**src/design/dpm_pkg.sv**
```systemverilog
// Package for the dense Prim block: controller states, command and status structs.
`timescale 1ns / 1ps
package dpm_pkg;

  // Width of the vertex count register and its value after reset.
  localparam int unsigned CFG_BITS = 7;
  localparam logic [CFG_BITS-1:0] VCOUNT_RESET = 7'd64;

  typedef enum logic [3:0] {
    ST_LOAD,
    ST_INIT,
    ST_SEARCH,
    ST_SDRAIN,
    ST_PICK,
    ST_RELAX,
    ST_RDRAIN,
    ST_OUT_RD,
    ST_OUT_LD
  } state_e;

  // Controller to datapath.
  typedef struct packed {
    logic load_we;
    logic run_start;
    logic init_we;
    logic v_clr;
    logic v_one;
    logic v_inc;
    logic search_rd;
    logic relax_rd;
    logic pick_set;
    logic round_inc;
    logic out_rd;
    logic out_ld;
  } cmd_t;

  // Datapath to controller.
  typedef struct packed {
    logic load_last;
    logic v_last;
    logic round_last;
    logic out_free;
  } sts_t;

endpackage

```
**src/design/dpm_ctrl.sv**
```systemverilog
// Controller state machine: load, init, search/relax rounds and result readout.
`timescale 1ns / 1ps
module dpm_ctrl (
  input  logic          clk_i,
  input  logic          rst_ni,
  input  logic          in_valid_i,
  input  dpm_pkg::sts_t sts_i,
  output logic          in_ready_o,
  output dpm_pkg::cmd_t cmd_o
);
  import dpm_pkg::*;

  state_e state_q, state_d;

  // State register
  always_ff @(posedge clk_i or negedge rst_ni) begin
    if (!rst_ni) begin
      state_q <= ST_LOAD;
    end else begin
      state_q <= state_d;
    end
  end

  // Next state and commands
  always_comb begin
    state_d    = state_q;
    cmd_o      = '0;
    in_ready_o = 1'b0;
    case (state_q)
      ST_LOAD: begin
        in_ready_o = 1'b1;
        if (in_valid_i) begin
          cmd_o.load_we = 1'b1;
          if (sts_i.load_last) begin
            cmd_o.run_start = 1'b1;
            cmd_o.v_clr     = 1'b1;
            state_d         = ST_INIT;
          end
        end
      end
      ST_INIT: begin
        cmd_o.init_we = 1'b1;
        if (sts_i.v_last) begin
          cmd_o.v_clr = 1'b1;
          state_d     = ST_SEARCH;
        end else begin
          cmd_o.v_inc = 1'b1;
        end
      end
      ST_SEARCH: begin
        cmd_o.search_rd = 1'b1;
        if (sts_i.v_last) begin
          state_d = ST_SDRAIN;
        end else begin
          cmd_o.v_inc = 1'b1;
        end
      end
      // last distance compare lands here
      ST_SDRAIN: begin
        state_d = ST_PICK;
      end
      ST_PICK: begin
        cmd_o.pick_set = 1'b1;
        cmd_o.v_clr    = 1'b1;
        state_d        = ST_RELAX;
      end
      ST_RELAX: begin
        cmd_o.relax_rd = 1'b1;
        if (sts_i.v_last) begin
          state_d = ST_RDRAIN;
        end else begin
          cmd_o.v_inc = 1'b1;
        end
      end
      // last relax write lands here
      ST_RDRAIN: begin
        if (sts_i.round_last) begin
          cmd_o.v_one = 1'b1;
          state_d     = ST_OUT_RD;
        end else begin
          cmd_o.round_inc = 1'b1;
          cmd_o.v_clr     = 1'b1;
          state_d         = ST_SEARCH;
        end
      end
      ST_OUT_RD: begin
        cmd_o.out_rd = 1'b1;
        state_d      = ST_OUT_LD;
      end
      ST_OUT_LD: begin
        if (sts_i.out_free) begin
          cmd_o.out_ld = 1'b1;
          if (sts_i.v_last) begin
            state_d = ST_LOAD;
          end else begin
            cmd_o.v_inc = 1'b1;
            state_d     = ST_OUT_RD;
          end
        end
      end
      default: begin
        state_d = ST_LOAD;
      end
    endcase
  end

endmodule

```
**config.mk**
```make
export PLATFORM = sky130hd
export DESIGN_NAME = dpm_ctrl
export DESIGN_NICKNAME = d
export VERILOG_FILES = /design/src/design/dpm_pkg.sv /design/src/design/dpm_ctrl.sv
export SDC_FILE = /design/constraint.sdc
export NUM_CORES = 1
export LEC_CHECK = 0
export BUFFER_PORTS_ARGS = -buffer_cell sky130_fd_sc_hd__buf_2
export CORE_AREA = 4 4 41 43
export DETAILED_ROUTE_END_ITERATION = 8
export DIE_AREA = 0 0 45 47
export PLACE_DENSITY = 0.58
export SLEW_MARGIN = 20
export SYNTH_ARGS = -nofsm -noshare
export SYNTH_HDL_FRONTEND = slang
export SYNTH_SLANG_ARGS = --single-unit
```
**constraint.sdc**
```tcl
create_clock -name clk_i -period 2.9 [get_ports clk_i]
set_input_delay 0.145 -clock clk_i [delete_from_list [all_inputs] [get_ports clk_i]]
set_output_delay 0.145 -clock clk_i [all_outputs]
set_load 0.02 [all_outputs]
```
**Yosys cells after proc, flatten, opt, wreduce, memory -nomap -nowiden**

Index checks and enable logic that the tools add are counted.

- Register bits after elaboration: 4
- Bits in latches: 0
- Memory bits (writable): 0
- Bits in read-only memories: 0
- Bits of input ports: 7
- Output and inout port bits: 13
- Word-level logic and storage cells: 48
- Memories: 0

- Add/subtract/negate cells: 0
- Multiply operators: 0
- Div/mod/pow operators: 0
- $lt $le $gt $ge: 0
- Equality and inequality tests: 14
- Shift operators: 0
- Muxes and demuxes: 30
- Bitwise operators: 0
- Reductions and logical operators: 3

Operators by type and width:

| kind | count |
|---|---|
| $pmux W4 S9 | 1 |
| $mux W4 | 6 |
| $mux W1 | 17 |
| $eq A4 B3 Y1 const B | 4 |
| $ne A2 B2 Y1 const B | 6 |
| $eq A4 B2 Y1 const B | 2 |
| $mux W3 | 2 |
| $reduce_and A6 Y1 | 1 |
| $eq A4 B1 Y1 const B | 1 |
| $eq A4 B4 Y1 const B | 1 |
| $logic_not A4 Y1 | 1 |
| $mux W2 | 2 |
| $pmux W1 S4 | 1 |
| $reduce_or A3 Y1 | 1 |
| $pmux W1 S2 | 1 |

**Logic depth before layout (Yosys ltp)**

- Depth in word-level cells: 3
- Gate-level depth with buffers: 4
- Gate-level depth less buffers: 3

**Least setup slack after synthesis**

OpenSTA, ideal clock, no wires.

- Path type: reg2out
- Start point: reg state_q[0]
- End point: out cmd_o[8] (netlist bit)
- Arrival: 1.905 ns
- Data required time: 2.755 ns
- Path slack: 0.850 ns
- Stages on the path, launching flop included: 4
- Buffers on the path: 0
- Cells stage by stage: dfrtp_1 nor4_1 and3_1 a211o_1

RTL lines:

| element | RTL line | RTL |
|---|---|---|
| start, declared | dpm_ctrl.sv:13 | `state_e state_q, state_d;` |
| start signal, assigned | dpm_ctrl.sv:20 | `state_q <= state_d;` |
| end, declared | dpm_ctrl.sv:9 | `output dpm_pkg::cmd_t cmd_o` |

==> impl_results.html <==
<table>
<tr><th>Metric</th><th>Value</th></tr>
<tr><th colspan="2">Routing</th></tr>
<tr><td>Total via count in the routed design</td><td>432</td></tr>
<tr><td>Routed WL per cell</td><td>12.0 µm</td></tr>
<tr><td>Total length of routed wires</td><td>1030 µm</td></tr>
<tr><td>Number of iterations in the first detailed-routing pass</td><td>3</td></tr>
<tr><td>Number of DRC violations after detailed routing</td><td>0</td></tr>
<tr><td>Number of routed nets with antenna violations</td><td>0</td></tr>
<tr><td>Vias per cell</td><td>5.02</td></tr>
<tr><td>Number of design-rule violations left by the first detailed-router iteration</td><td>4</td></tr>
<tr><th colspan="2">Global route</th></tr>
<tr><td>Aggregate global-route resource usage</td><td>0.115</td></tr>
<tr><td>Congestion Overflow GR</td><td>0</td></tr>
<tr><td>Antenna violations before repair</td><td>0</td></tr>
<tr><td>Number of global-route vias before repair</td><td>387</td></tr>
<tr><td>First-pass GRT wire length</td><td>1770 µm</td></tr>
<tr><td>Largest net degree at the start of global routing</td><td>16</td></tr>
<tr><th colspan="2">Cells and area</th></tr>
<tr><td>Count of inserted antenna diode cells</td><td>0</td></tr>
<tr><td>Fraction of layout cells with a size suffix above 1</td><td>0.324</td></tr>
<tr><td>Most common cell after layout, fill and taps aside</td><td>sky130_fd_sc_hd__buf_2</td></tr>
<tr><td>Total Nets Final</td><td>80</td></tr>
<tr><td>Reg with most FFs</td><td>state_q</td></tr>
<tr><td>Area delta synth-&gt;final</td><td>30.2%</td></tr>
<tr><td>Commonest cells after routing, fill and taps aside</td><td>sky130_fd_sc_hd__buf_2, sky130_fd_sc_hd__nor3_1, sky130_fd_sc_hd__nor2_1, sky130_fd_sc_hd__dfrtp_1</td></tr>
<tr><td>Finished Core Util</td><td>0.407</td></tr>
<tr><td>Registers with the most flip-flops</td><td>state_q (4)</td></tr>
<tr><td>Flip-flop count of the largest register, all copies and words added</td><td>4</td></tr>
<tr><th colspan="2">Synth</th></tr>
<tr><td>Yosys cell types</td><td>28</td></tr>
<tr><td>Synthesized netlist cell count</td><td>52</td></tr>
<tr><td>Mean post-synth cell area</td><td>7.82 µm²</td></tr>
<tr><td>Synthesized net count</td><td>59</td></tr>
<tr><td>Prevailing post-synth register cell</td><td>sky130_fd_sc_hd__dfrtp_1</td></tr>
<tr><td>Netlist area before placement</td><td>407 µm²</td></tr>
<tr><td>Synth Warn #</td><td>0</td></tr>
<tr><td>FF+latch count, synth</td><td>4</td></tr>
<tr><td>Portion of the post-synthesis area used by sequential elements</td><td>0.246</td></tr>
<tr><td>Fraction of registers with async set/reset</td><td>1.00</td></tr>
<tr><td>Post-synth EDFFs</td><td>0</td></tr>
<tr><th colspan="2">Worst setup path</th></tr>
<tr><td>Classification of the worst setup path</td><td>reg -&gt; out</td></tr>
<tr><td>Kind of start point of the critical path</td><td>register</td></tr>
<tr><td>Maximum net fanout on the critical path</td><td>15</td></tr>
<tr><td>Worst Path Arrival</td><td>1750 ps</td></tr>
<tr><td>Required time of the worst setup path</td><td>2760 ps</td></tr>
<tr><td>Setup crit end kind</td><td>output port</td></tr>
<tr><th colspan="2">Clock tree</th></tr>
<tr><td>Clock tree from TritonCTS</td><td>yes</td></tr>
<tr><td>Clock slew seen by the registers of the worst setup and hold paths</td><td>40 ps</td></tr>
<tr><td>Setup Buffers After CTS</td><td>0</td></tr>
<tr><td>Clk sinks</td><td>4</td></tr>
<tr><td>Total of cells resized after clock tree synthesis</td><td>0</td></tr>
<tr><td>Level count of the clock H-tree</td><td>1</td></tr>
<tr><td>Cts-stage hold buffer count</td><td>1</td></tr>
<tr><td>CTS Buf Count</td><td>3</td></tr>
<tr><td>CTS root buffer</td><td>sky130_fd_sc_hd__clkbuf_4</td></tr>
<tr><td>Maximum number of buffers from clock root to sink</td><td>2</td></tr>
<tr><td>Latest clock arrival within the worst-skew pair</td><td>230 ps</td></tr>
<tr><th colspan="2">STA</th></tr>
<tr><td>Max-slew violation total from the final report</td><td>0</td></tr>
<tr><td>Count of final hold-check violations</td><td>0</td></tr>
<tr><td>Unrepaired setup endpoints after global routing</td><td>no</td></tr>
<tr><td>Timing-limited maximum frequency</td><td>528 MHz</td></tr>
<tr><td>Pin slew with the least headroom to its limit</td><td>493 ps</td></tr>
<tr><td>Post-Route Hold Slack</td><td>143 ps</td></tr>
<tr><td>Final setup skew</td><td>1.85 ps</td></tr>
<tr><td>Setup tns final</td><td>0 ps</td></tr>
<tr><td>Worst slew slack as a fraction of its limit</td><td>0.668</td></tr>
<tr><td>Final worst path period share</td><td>0.653</td></tr>
<tr><td>Count of endpoints failing setup in the final report</td><td>0</td></tr>
<tr><td>Time the final worst path needs with I/O delays and setup</td><td>1890 ps</td></tr>
<tr><td>Final setup slack of the worst path</td><td>1010 ps</td></tr>
<tr><th colspan="2">Place</th></tr>
<tr><td>Number of buffers added on ports</td><td>19</td></tr>
<tr><td>Final weighted congestion in routability-driven placement</td><td>0.739</td></tr>
<tr><td>DP Wirelength</td><td>744 µm</td></tr>
<tr><td>Pre-CTS setup slack</td><td>1250 ps</td></tr>
<tr><th colspan="2">Pwr</th></tr>
<tr><td>IR drop worst, VDD</td><td>0.396 mV</td></tr>
<tr><td>Net switching power</td><td>0.257 mW</td></tr>
<tr><td>Switching part of the total power</td><td>0.504</td></tr>
<tr><td>Internal Dissipation</td><td>0.252 mW</td></tr>
<tr><td>Leakage</td><td>0.273 nW</td></tr>
<tr><td>Clock network power share</td><td>0.131</td></tr>
<tr><td>Proportion of power drawn by combinational gates</td><td>0.588</td></tr>
<tr><td>Power share of the sequential group</td><td>0.281</td></tr>
<tr><td>Power Density</td><td>962 nW/µm²</td></tr>
<tr><th colspan="2">Die</th></tr>
<tr><td>I/O Pins</td><td>20</td></tr>
<tr><td>Std-Cell Core Area</td><td>1300 µm²</td></tr>
<tr><td>Die Span Y</td><td>47 µm</td></tr>
<tr><td>Row count</td><td>13</td></tr>
<tr><td>Die ar.</td><td>2120 µm²</td></tr>
<tr><td>Initial standard-cell utilization of the core</td><td>0.313</td></tr>
<tr><td>Die Span X</td><td>45 µm</td></tr>
<tr><th colspan="2">Run status</th></tr>
<tr><td>Run status</td><td>finished, final reports clean</td></tr>
<tr><th colspan="2">Worst hold path</th></tr>
<tr><td>Hold WC Path Type</td><td>in -&gt; reg</td></tr>
<tr><th colspan="2">Job</th></tr>
<tr><td>Reported max-cap violation count</td><td>0</td></tr>
</table>
critical path, stage by stage, from the launching register on:
cell	delay, ps
sky130_fd_sc_hd__dfrtp_1	510
sky130_fd_sc_hd__nor4_1	520
sky130_fd_sc_hd__and3_1	250
sky130_fd_sc_hd__a211o_1	90
sky130_fd_sc_hd__buf_2	150
Yosys cell counts (all sizes together) (2+ instances only):
cell type | n | area (µm²)
inv | 3 | 11.3
or4b | 3 | 30.0
nor2 | 4 | 15.0
nand2 | 3 | 11.3
nor3 | 4 | 20.0
o21a | 2 | 15.0
dfrtp | 4 | 100
a21oi | 3 | 15.0
nand2b | 2 | 12.5
o22ai | 2 | 12.5
nand3b | 2 | 15.0
mux2i | 3 | 30.0
buf | 2 | 16.3
clkbuf | 2 | 7.51
cell families after synthesis:
logic type / after synthesis / share of synthesized area
and+or+nand+nor: 26 / 0.391
AOI/OAI and AO/OA: 12 / 0.203
buffers and inverters: 7 / 0.0861
DFF: 4 / 0.246
muxes: 3 / 0.0738
worst paths after layout:
path,start,slack [ps],cells after the start,endpoint
max,state_q[0]$_DFFE_PN0P_,1010,4,cmd_o[8]
min,sts_i[0],140,2,state_q[3]$_DFFE_PN0P_
max reg2reg,state_q[0]$_DFFE_PN0P_,1370,3,state_q[0]$_DFFE_PN0P_
min reg2reg,state_q[1]$_DFFE_PN0P_,730,1,state_q[1]$_DFFE_PN0P_
max in group asynchronous,rst_ni,2540,2,state_q[2]$_DFFE_PN0P_
min in group asynchronous,rst_ni,240,2,state_q[0]$_DFFE_PN0P_
per-layer routing:
layer | global-route usage | share of wire | routed length [µm]
met1 | 0.161 | 0.49 | 505
met2 | 0.158 | 0.44 | 458
met3 | 0.0268 | 0.067 | 69
met4 | 0.0702 | 0 | 0
met5 | 0 | 0 | 0
through the flow:
stage	area [µm²]	instances	total power, mW
6_report	529	86	0.509
3_3_place_gp	497	82	0.443
4_1_cts	529	86	0.514
2_1_floorplan	407	52	0.367
5_1_grt	529	86	0.559
3_5_place_dp	497	82	0.444
power by group through the flow:
| stage | clock network, mW | logic [mW] | registers (mW) |
|---|---|---|---|
| global placement | 0 | 0.304 | 0.139 |
| floorplan | 0 | 0.274 | 0.0935 |
| finish | 0.0666 | 0.299 | 0.143 |
| global route | 0.0728 | 0.329 | 0.157 |
| detailed placement | 0 | 0.300 | 0.144 |
| CTS | 0.0684 | 0.302 | 0.143 |
cell type report:
cell class,instances,area [µm²]
Sequential cell,4,100
Tap cell,15,18.8
Multi-Input combinational cell,41,272
Fill cell,146,772
Timing Repair Buffer,20,105
Inverter,3,11.3
Clock buffer,3,22.5
(Power assumes the default switching activity.)
